===== config.mk =====
export PLATFORM = sky130hd
export DESIGN_NAME = payload_manifest_validator
export DESIGN_NICKNAME = d
export VERILOG_FILES = /design/src/sv/pmv_pkg.sv /design/src/sv/payload_manifest_validator.sv /design/src/sv/pmv_in_stage.sv /design/src/sv/pmv_parser.sv /design/src/sv/pmv_out_stage.sv
export SDC_FILE = /design/constraint.sdc
export NUM_CORES = 2
export LEC_CHECK = 0
export BUFFER_PORTS_ARGS = -buffer_cell sky130_fd_sc_hd__buf_2
export CORE_MARGIN = 3
export CORE_UTILIZATION = 40
export DETAILED_ROUTE_END_ITERATION = 12
export PLACE_DENSITY = 0.64
export RECOVER_POWER = 50
export SETUP_SLACK_MARGIN = 0.15
export SYNTH_ARGS = -nofsm -noshare
export SYNTH_HDL_FRONTEND = slang
export SYNTH_HIERARCHICAL = 1
export SYNTH_SLANG_ARGS = --single-unit
export TNS_END_PERCENT = 30

===== constraint.sdc =====
create_clock -name clk -period 22.5 [get_ports clk]
set_clock_uncertainty 0.2 [all_clocks]
set_input_delay 3.375 -clock clk [delete_from_list [all_inputs] [get_ports clk]]
set_output_delay 3.375 -clock clk [all_outputs]
set_load 0.01 [all_outputs]

===== src/sv/pmv_pkg.sv =====
`timescale 1ns / 1ps

package pmv_pkg;

    localparam int unsigned SIG_LEN      = 5;
    localparam int unsigned HDR_BYTES    = 25;
    localparam int unsigned ENTRY_BYTES  = 17;
    localparam logic [7:0]  KIND_MAX     = 8'd1;

    localparam logic [2:0] STATUS_ENTRY_OK     = 3'd0;
    localparam logic [2:0] STATUS_EMPTY_OK     = 3'd1;
    localparam logic [2:0] STATUS_BAD_IDENT    = 3'd2;
    localparam logic [2:0] STATUS_HDR_MISMATCH = 3'd3;
    localparam logic [2:0] STATUS_BAD_ENTRY    = 3'd4;

    typedef struct packed {
        logic [7:0] data_byte;
        logic       start_req;
    } in_item_t;

    typedef struct packed {
        logic [2:0]  status;
        logic        last;
        logic [31:0] entry_index;
        logic        payload_kind;
        logic [63:0] payload_offset;
        logic [63:0] payload_size;
    } result_t;

    function automatic logic [7:0] sig_byte(input logic [2:0] pos);
        logic [7:0] b;
        case (pos)
            3'd0:    b = 8'h4B;
            3'd1:    b = 8'h41;
            3'd2:    b = 8'h4C;
            3'd3:    b = 8'h44;
            3'd4:    b = 8'h30;
            default: b = 8'h00;
        endcase
        return b;
    endfunction

endpackage


===== src/sv/payload_manifest_validator.sv =====
`timescale 1ns / 1ps

// Validates a manifest that arrives one byte per transaction and accepts a new byte every
// clock cycle unless a held byte waits on a stalled result register. Each byte passes an
// input register, is parsed once the result register is free and leaves its result, if
// any, there; the parser advances one byte per cycle while the result register is free.
// A byte with start_req high restarts parsing; while idle, other bytes are dropped. Every
// result with last high returns the block to idle. The user must write the byte order
// register through cfg_we and cfg_wdata only while no transaction is held inside the
// block, which does not enforce it; each byte uses the byte order in force when parsed.

module payload_manifest_validator
    import pmv_pkg::*;
(
    input  logic        clk,
    input  logic        rst_n,
    input  logic        cfg_we,
    input  logic        cfg_wdata,
    input  logic        in_valid,
    output logic        in_ready,
    input  logic [7:0]  data_byte,
    input  logic        start_req,
    output logic        out_valid,
    input  logic        out_ready,
    output logic [2:0]  status,
    output logic        last,
    output logic [31:0] entry_index,
    output logic        payload_kind,
    output logic [63:0] payload_offset,
    output logic [63:0] payload_size
);

    logic     big_endian_reg;
    in_item_t in_item;
    in_item_t item;
    logic     proc_en;
    logic     out_free;
    logic     res_valid;
    result_t  res;
    result_t  out_res;

    always_ff @(posedge clk or negedge rst_n)
    begin
        if (!rst_n)
        begin
            big_endian_reg <= 1'b0;
        end
        else if (cfg_we)
        begin
            big_endian_reg <= cfg_wdata;
        end
    end

    assign in_item.data_byte = data_byte;
    assign in_item.start_req = start_req;

    pmv_in_stage u_in_stage (
        .clk             (clk),
        .rst_n           (rst_n),
        .in_valid        (in_valid),
        .in_ready        (in_ready),
        .in_item         (in_item),
        .downstream_free (out_free),
        .proc_en         (proc_en),
        .item            (item)
    );

    pmv_parser u_parser (
        .clk        (clk),
        .rst_n      (rst_n),
        .proc_en    (proc_en),
        .item       (item),
        .big_endian (big_endian_reg),
        .res_valid  (res_valid),
        .res        (res)
    );

    pmv_out_stage u_out_stage (
        .clk       (clk),
        .rst_n     (rst_n),
        .load      (proc_en && res_valid),
        .res       (res),
        .out_ready (out_ready),
        .out_valid (out_valid),
        .free      (out_free),
        .out_res   (out_res)
    );

    assign status         = out_res.status;
    assign last           = out_res.last;
    assign entry_index    = out_res.entry_index;
    assign payload_kind   = out_res.payload_kind;
    assign payload_offset = out_res.payload_offset;
    assign payload_size   = out_res.payload_size;

    // Every status other than an accepted entry ends the manifest.
    a_final_status_last: assert property (@(posedge clk) disable iff (!rst_n)
        out_valid && status != STATUS_ENTRY_OK |-> last)
        else $error("non-entry status without last");

    a_kind_only_on_entry: assert property (@(posedge clk) disable iff (!rst_n)
        out_valid && status != STATUS_ENTRY_OK |-> !payload_kind)
        else $error("payload_kind set on a non-entry status");

    a_status_range: assert property (@(posedge clk) disable iff (!rst_n)
        out_valid |-> status == STATUS_ENTRY_OK || status == STATUS_EMPTY_OK ||
                      status == STATUS_BAD_IDENT || status == STATUS_HDR_MISMATCH ||
                      status == STATUS_BAD_ENTRY)
        else $error("status code out of range");

    a_no_accept_when_blocked: assert property (@(posedge clk) disable iff (!rst_n)
        out_valid && !out_ready && !in_ready |=> !$changed(status))
        else $error("result changed while stalled and input blocked");

endmodule


===== src/sv/pmv_in_stage.sv =====
`timescale 1ns / 1ps

module pmv_in_stage
    import pmv_pkg::*;
(
    input  logic     clk,
    input  logic     rst_n,
    input  logic     in_valid,
    output logic     in_ready,
    input  in_item_t in_item,
    input  logic     downstream_free,
    output logic     proc_en,
    output in_item_t item
);

    logic     full_reg;
    logic     full_next;
    in_item_t item_reg;

    // The held transaction is processed whenever the result register can take a result.
    assign proc_en   = full_reg && downstream_free;
    assign in_ready  = !full_reg || downstream_free;
    assign full_next = (in_valid && in_ready) || (full_reg && !proc_en);
    assign item      = item_reg;

    always_ff @(posedge clk or negedge rst_n)
    begin
        if (!rst_n)
        begin
            full_reg <= 1'b0;
        end
        else
        begin
            full_reg <= full_next;
        end
    end

    always_ff @(posedge clk)
    begin
        if (in_valid && in_ready)
        begin
            item_reg <= in_item;
        end
    end

endmodule


===== src/sv/pmv_parser.sv =====
`timescale 1ns / 1ps

module pmv_parser
    import pmv_pkg::*;
(
    input  logic     clk,
    input  logic     rst_n,
    input  logic     proc_en,
    input  in_item_t item,
    input  logic     big_endian,
    output logic     res_valid,
    output result_t  res
);

    typedef enum logic [2:0] {
        PH_IDLE,
        PH_IDENT,
        PH_MSIZE,
        PH_BSIZE,
        PH_COUNT,
        PH_KIND,
        PH_OFFSET,
        PH_ESIZE
    } phase_t;

    phase_t      phase_reg, phase_next, phase_cur;
    logic [2:0]  pos_reg, pos_next, pos_cur;
    logic [63:0] acc_reg, acc_next, acc_cur;
    logic [63:0] manifest_reg, manifest_next;
    logic [63:0] bundle_reg, bundle_next;
    logic [31:0] expected_reg, expected_next;
    logic [31:0] seen_reg, seen_next;
    logic [7:0]  kind_reg, kind_next;
    logic [63:0] offset_reg, offset_next;
    logic [63:0] room_reg, room_next;
    logic        offset_bad_reg, offset_bad_next;

    logic [7:0]  b;
    logic [63:0] acc_le;
    logic [63:0] acc_new;
    logic        word_done;
    logic        count_done;
    logic [31:0] count_val;
    logic [36:0] count_x17;
    logic [64:0] meta_sum;
    logic        entry_bad;
    logic [31:0] seen_inc;

    assign b         = item.data_byte;
    assign phase_cur = item.start_req ? PH_IDENT : phase_reg;
    assign pos_cur   = item.start_req ? 3'd0 : pos_reg;
    assign acc_cur   = item.start_req ? 64'd0 : acc_reg;

    always_comb
    begin
        for (int i = 0; i < 8; i++)
        begin
            acc_le[8*i +: 8] = (pos_cur == 3'(i)) ? (acc_cur[8*i +: 8] | b)
                                                  : acc_cur[8*i +: 8];
        end
    end

    assign acc_new    = big_endian ? {acc_cur[55:0], b} : acc_le;
    assign word_done  = (pos_cur == 3'd7);
    assign count_done = (pos_cur == 3'd3);
    assign count_val  = acc_new[31:0];
    assign count_x17  = {1'b0, count_val, 4'b0000} + {5'b00000, count_val};
    assign meta_sum   = {1'b0, bundle_reg} + 65'(HDR_BYTES) + {28'd0, count_x17};
    assign entry_bad  = (kind_reg > KIND_MAX) || offset_bad_reg || (acc_new > room_reg);
    assign seen_inc   = seen_reg + 32'd1;

    always_comb
    begin
        phase_next      = phase_cur;
        pos_next        = pos_cur;
        acc_next        = acc_cur;
        manifest_next   = manifest_reg;
        bundle_next     = bundle_reg;
        expected_next   = expected_reg;
        seen_next       = item.start_req ? 32'd0 : seen_reg;
        kind_next       = kind_reg;
        offset_next     = offset_reg;
        room_next       = room_reg;
        offset_bad_next = offset_bad_reg;
        res_valid       = 1'b0;
        res             = '0;

        case (phase_cur)
            PH_IDLE:
            begin
                phase_next = PH_IDLE;
            end
            PH_IDENT:
            begin
                if (pos_cur > 3'(SIG_LEN - 1) || b != sig_byte(pos_cur))
                begin
                    res_valid  = 1'b1;
                    res.status = STATUS_BAD_IDENT;
                    res.last   = 1'b1;
                    phase_next = PH_IDLE;
                end
                else if (pos_cur == 3'(SIG_LEN - 1))
                begin
                    pos_next   = 3'd0;
                    acc_next   = 64'd0;
                    phase_next = PH_MSIZE;
                end
                else
                begin
                    pos_next = pos_cur + 3'd1;
                end
            end
            PH_MSIZE, PH_BSIZE, PH_OFFSET:
            begin
                if (word_done)
                begin
                    pos_next = 3'd0;
                    acc_next = 64'd0;
                    if (phase_cur == PH_MSIZE)
                    begin
                        manifest_next = acc_new;
                        phase_next    = PH_BSIZE;
                    end
                    else if (phase_cur == PH_BSIZE)
                    begin
                        bundle_next = acc_new;
                        phase_next  = PH_COUNT;
                    end
                    else
                    begin
                        offset_next     = acc_new;
                        offset_bad_next = acc_new > bundle_reg;
                        room_next       = bundle_reg - acc_new;
                        phase_next      = PH_ESIZE;
                    end
                end
                else
                begin
                    pos_next = pos_cur + 3'd1;
                    acc_next = acc_new;
                end
            end
            PH_COUNT:
            begin
                if (count_done)
                begin
                    pos_next      = 3'd0;
                    acc_next      = 64'd0;
                    expected_next = count_val;
                    if ({1'b0, manifest_reg} != meta_sum)
                    begin
                        res_valid  = 1'b1;
                        res.status = STATUS_HDR_MISMATCH;
                        res.last   = 1'b1;
                        phase_next = PH_IDLE;
                    end
                    else if (count_val == 32'd0)
                    begin
                        res_valid  = 1'b1;
                        res.status = STATUS_EMPTY_OK;
                        res.last   = 1'b1;
                        phase_next = PH_IDLE;
                    end
                    else
                    begin
                        seen_next  = 32'd0;
                        phase_next = PH_KIND;
                    end
                end
                else
                begin
                    pos_next = pos_cur + 3'd1;
                    acc_next = acc_new;
                end
            end
            PH_KIND:
            begin
                kind_next  = b;
                pos_next   = 3'd0;
                acc_next   = 64'd0;
                phase_next = PH_OFFSET;
            end
            PH_ESIZE:
            begin
                if (word_done)
                begin
                    pos_next           = 3'd0;
                    acc_next           = 64'd0;
                    res_valid          = 1'b1;
                    res.entry_index    = seen_reg;
                    res.payload_offset = offset_reg;
                    res.payload_size   = acc_new;
                    if (entry_bad)
                    begin
                        res.status = STATUS_BAD_ENTRY;
                        res.last   = 1'b1;
                        phase_next = PH_IDLE;
                    end
                    else
                    begin
                        res.status       = STATUS_ENTRY_OK;
                        res.payload_kind = kind_reg[0];
                        res.last         = (seen_inc == expected_reg);
                        seen_next        = seen_inc;
                        phase_next       = (seen_inc == expected_reg) ? PH_IDLE : PH_KIND;
                    end
                end
                else
                begin
                    pos_next = pos_cur + 3'd1;
                    acc_next = acc_new;
                end
            end
            default:
            begin
                phase_next = PH_IDLE;
            end
        endcase
    end

    always_ff @(posedge clk or negedge rst_n)
    begin
        if (!rst_n)
        begin
            phase_reg      <= PH_IDLE;
            pos_reg        <= 3'd0;
            acc_reg        <= 64'd0;
            manifest_reg   <= 64'd0;
            bundle_reg     <= 64'd0;
            expected_reg   <= 32'd0;
            seen_reg       <= 32'd0;
            kind_reg       <= 8'd0;
            offset_reg     <= 64'd0;
            room_reg       <= 64'd0;
            offset_bad_reg <= 1'b0;
        end
        else if (proc_en)
        begin
            phase_reg      <= phase_next;
            pos_reg        <= pos_next;
            acc_reg        <= acc_next;
            manifest_reg   <= manifest_next;
            bundle_reg     <= bundle_next;
            expected_reg   <= expected_next;
            seen_reg       <= seen_next;
            kind_reg       <= kind_next;
            offset_reg     <= offset_next;
            room_reg       <= room_next;
            offset_bad_reg <= offset_bad_next;
        end
    end

endmodule


===== src/sv/pmv_out_stage.sv =====
`timescale 1ns / 1ps

module pmv_out_stage
    import pmv_pkg::*;
(
    input  logic    clk,
    input  logic    rst_n,
    input  logic    load,
    input  result_t res,
    input  logic    out_ready,
    output logic    out_valid,
    output logic    free,
    output result_t out_res
);

    logic    valid_reg;
    logic    valid_next;
    result_t res_reg;

    assign free       = !valid_reg || out_ready;
    assign valid_next = load || (valid_reg && !out_ready);
    assign out_valid  = valid_reg;
    assign out_res    = res_reg;

    always_ff @(posedge clk or negedge rst_n)
    begin
        if (!rst_n)
        begin
            valid_reg <= 1'b0;
        end
        else
        begin
            valid_reg <= valid_next;
        end
    end

    always_ff @(posedge clk)
    begin
        if (load)
        begin
            res_reg <= res;
        end
    end

endmodule


==> impl_metrics.env <==
export IMPL_cts_tree="done"
export IMPL_place_port_buffers=181
export IMPL_cp_max_fo=69
export IMPL_synth_top_cells_by_area="dfrtp_1, edfxtp_1, ha_1, o21ai_0, a21oi_1"
export IMPL_rsz0062_at_grt="no"
export IMPL_max_freq_mhz=84.4
export IMPL_yosysTopAreaCell="dfrtp_1"
export IMPL_min_from="u_parser/offset_reg[19]$_DFFE_PN0P_"
export IMPL_holdCritPathClass="flip-flop to flip-flop"
export IMPL_maxSlewViolCount=769
export IMPL_avgSynthCellArea_um2=9.04
export IMPL_startpoint="u_in_stage/item[0]$_DFFE_PP_"
export IMPL_p_sw_share_pct=34.4
export IMPL_synth_main_ff_cell="dfrtp_1"
export IMPL_dr_pass1_iters=7
export IMPL_intPower_w=0.00214
export IMPL_status="finished, violations left"
export IMPL_post_route_period_util_pct=52.7
export IMPL_grt_pass1_wl_um=178000
export IMPL_hold_buffers=0
export IMPL_cts_buffers=66
export IMPL_cts_resized=0
export IMPL_finalWirelength_um=117000
export IMPL_synth_most_common_cell="nor2_1"
export IMPL_synth_top_area_share_pct=28.4
export IMPL_worstSetupEndpointType="flip-flop"
export IMPL_finalNonFillerCells=5214
export IMPL_period_minus_slack_ns=11.85
export IMPL_start_kind="flip-flop"
export IMPL_vias=30100
export IMPL_grt_pass1_vias=28500
export IMPL_p_leak_nw=18.1
export IMPL_finalHoldViolations=0
export IMPL_synth_distinct_cells=107
export IMPL_largest_reg_flops=165
export IMPL_gr_total_overflow=0
export IMPL_cp_arrival_ns=11.90
export IMPL_r2r_start="u_in_stage/item[0]$_DFFE_PP_"
export IMPL_ys_top_cells_by_count="nor2_1, dfrtp_1, nand2_1"
export IMPL_worstPathRequired_ns=22.55
export IMPL_drt_initial_drc_count=2954
export IMPL_ys_warn_count=6
export IMPL_drc=0
export IMPL_grt_max_degree=106
export IMPL_dpl_worst_slack_ns=13.18
export IMPL_cts_max_level=3
export IMPL_power_switching_w=0.00112
export IMPL_slew_headroom_pct=-178
export IMPL_place_hpwl_um=85600
export IMPL_die_h_um=304
export IMPL_syn2layout_area_growth_pct=11.4
export IMPL_num_nets_final=4237
export IMPL_grt_usage_pct=24.6
export IMPL_coreArea_mm2=0.0873
export IMPL_antenna_found_initial=1
export IMPL_synth_enable_flop_cells=174
export IMPL_seqPwrFrac_pct=36.6
export IMPL_clk_pin_slew_ns=0.06
export IMPL_synth_area_mm2=0.0355
export IMPL_num_rows=108
export IMPL_syn_inst=3923
export IMPL_vias_per_cell=5.77
export IMPL_clk_latency_ns=0.62
export IMPL_start_util_pct=40.6
export IMPL_routabilityCongestion=0.984
export IMPL_cts_sinks=576
export IMPL_reg2reg_slack_ns=10.65
export IMPL_pin_count=182
export IMPL_drive_gt1_share_pct=6.48
export IMPL_placed_cells=5091
export IMPL_power_frac_comb_pct=27.8
export IMPL_clkPwrFrac_pct=35.6
export IMPL_dieArea_mm2=0.0923
export IMPL_cts_setup_buffers=0
export IMPL_ir_worst_vdd_mv=0.0626
export IMPL_ant_nets=0
export IMPL_worst_pin_slew_ns=4.18
export IMPL_power_density_mw_per_mm2=82.5
export IMPL_async_flop_share_pct=69.8
export IMPL_setup_worst_path_class="flip-flop to flip-flop"
export IMPL_setup_tns_final_ns=0
export IMPL_ys_seq_area_share_pct=43.1
export IMPL_cts_buffer_depth=3
export IMPL_drv_cap=12
export IMPL_layout_setup_ws_ns=10.65
export IMPL_cts_root_buf="clkbuf_16"
export IMPL_synth_fp_nets=4156
export IMPL_routedWlPerCell_um=22.5
export IMPL_violations="max-capacitance violations, max-slew violations"
export IMPL_synth_seq_cells=576
export IMPL_die_x_um=304
export IMPL_setup_violations=0
==> routing by layer <==
layer	up-vias	track usage (%)	part of all wire, %
li1	14100	-	-
met1	14700	35.4	45
met2	1153	38.3	45
met3	202	3.77	7.1
met4	0	7.84	3.3
met5	-	0	0
==> placed cells by master, fill, tap and decap left out, types with 67 or more instances in the layout <==
cell type / count
clkbuf_1: 195
nand3_1: 71
o21ai_0: 331
nor2_1: 404
and3_1: 129
a21oi_1: 306
xnor2_1: 165
dfrtp_1: 401
nand4_1: 92
inv_1: 213
clkbuf_16: 67
ha_1: 205
nand2_1: 393
edfxtp_1: 174
a21o_1: 88
==> metrics by stage <==
step / power (W) / utilization, % / hold slack (ns) / cell area, um2
3_5_place_dp: 0.00211 / 43.0 / 0.263 / 37500
6_report: 0.00326 / 45.3 / 0.272 / 39500
2_1_floorplan: 0.00181 / - / 0.242 / 35500
3_3_place_gp: 0.00211 / 43.0 / 0.253 / 37500
5_1_grt: 0.00340 / 45.3 / 0.292 / 39500
4_1_cts: 0.00328 / 45.7 / 0.276 / 39900
==> power by group through the flow <==
stage	clock (W)	combinational [W]	sequential [W]
floorplan	0	0.000600	0.00121
finish	0.00116	0.000907	0.00119
CTS	0.00118	0.000907	0.00119
global placement	0	0.000898	0.00121
global route	0.00122	0.000976	0.00120
detailed placement	0	0.000900	0.00121
==> kinds of logic (layout without fill, tap and decap cells) <==
family,Yosys count,in the layout,share of synthesized area [%]
buffers and inverters,472,607,5.19
and+or+nand+nor,1295,1295,17.2
AOI/OAI and AO/OA,1048,1048,18.5
other,0,1,0
xor gates and xnor gates,227,227,5.61
adders and majority gates,236,236,8.47
muxes,69,69,2.01
DFF,576,576,43.1
==> final timing paths <==
path,end,cells after the start
max,u_out_stage/out_res[51]$_DFFE_PP_,27
max in group asynchronous,u_parser/offset_reg[63]$_DFFE_PN0P_,4
max reg2reg,u_out_stage/out_res[51]$_DFFE_PP_,27
min reg2reg,u_parser/offset_reg[19]$_DFFE_PN0P_,2
min in group asynchronous,u_parser/bundle_reg[14]$_DFFE_PN0P_,1
min,u_parser/offset_reg[19]$_DFFE_PN0P_,2
==> area by class of cell <==
cell class | count | area (um2)
antenna | 1 | 2.50
clock inverter | 44 | 584
tap | 1155 | 1450
clock buffer | 78 | 1770
fill | 8557 | 47800
timing repair buffer | 266 | 1260
multi-input combinational | 2875 | 18400
inverter | 219 | 822
sequential | 576 | 15300
==> worst max-delay path, cell delays in order, from the launching register on <==
cell,delay (ns)
edfxtp_1,0.53
clkbuf_1,2.30
nor2b_1,0.09
clkbuf_1,0.45
inv_1,0.66
ha_1,0.43
inv_1,0.13
nor2_1,0.46
a21oi_1,0.18
clkbuf_1,0.34
fa_1,0.61
inv_1,0.05
ha_1,0.29
ha_1,0.48
nand4_1,0.30
or3_1,0.45
o221a_2,0.24
o31a_1,0.25
o21bai_4,0.28
nand4_1,0.12
a2111oi_0,0.49
nand4_1,0.24
nor4_4,0.58
nand2_2,0.18
nand3_1,0.17
nand3_1,0.09
and2_4,0.33
buf_4,0.42
(Power assumes the default switching activity.)
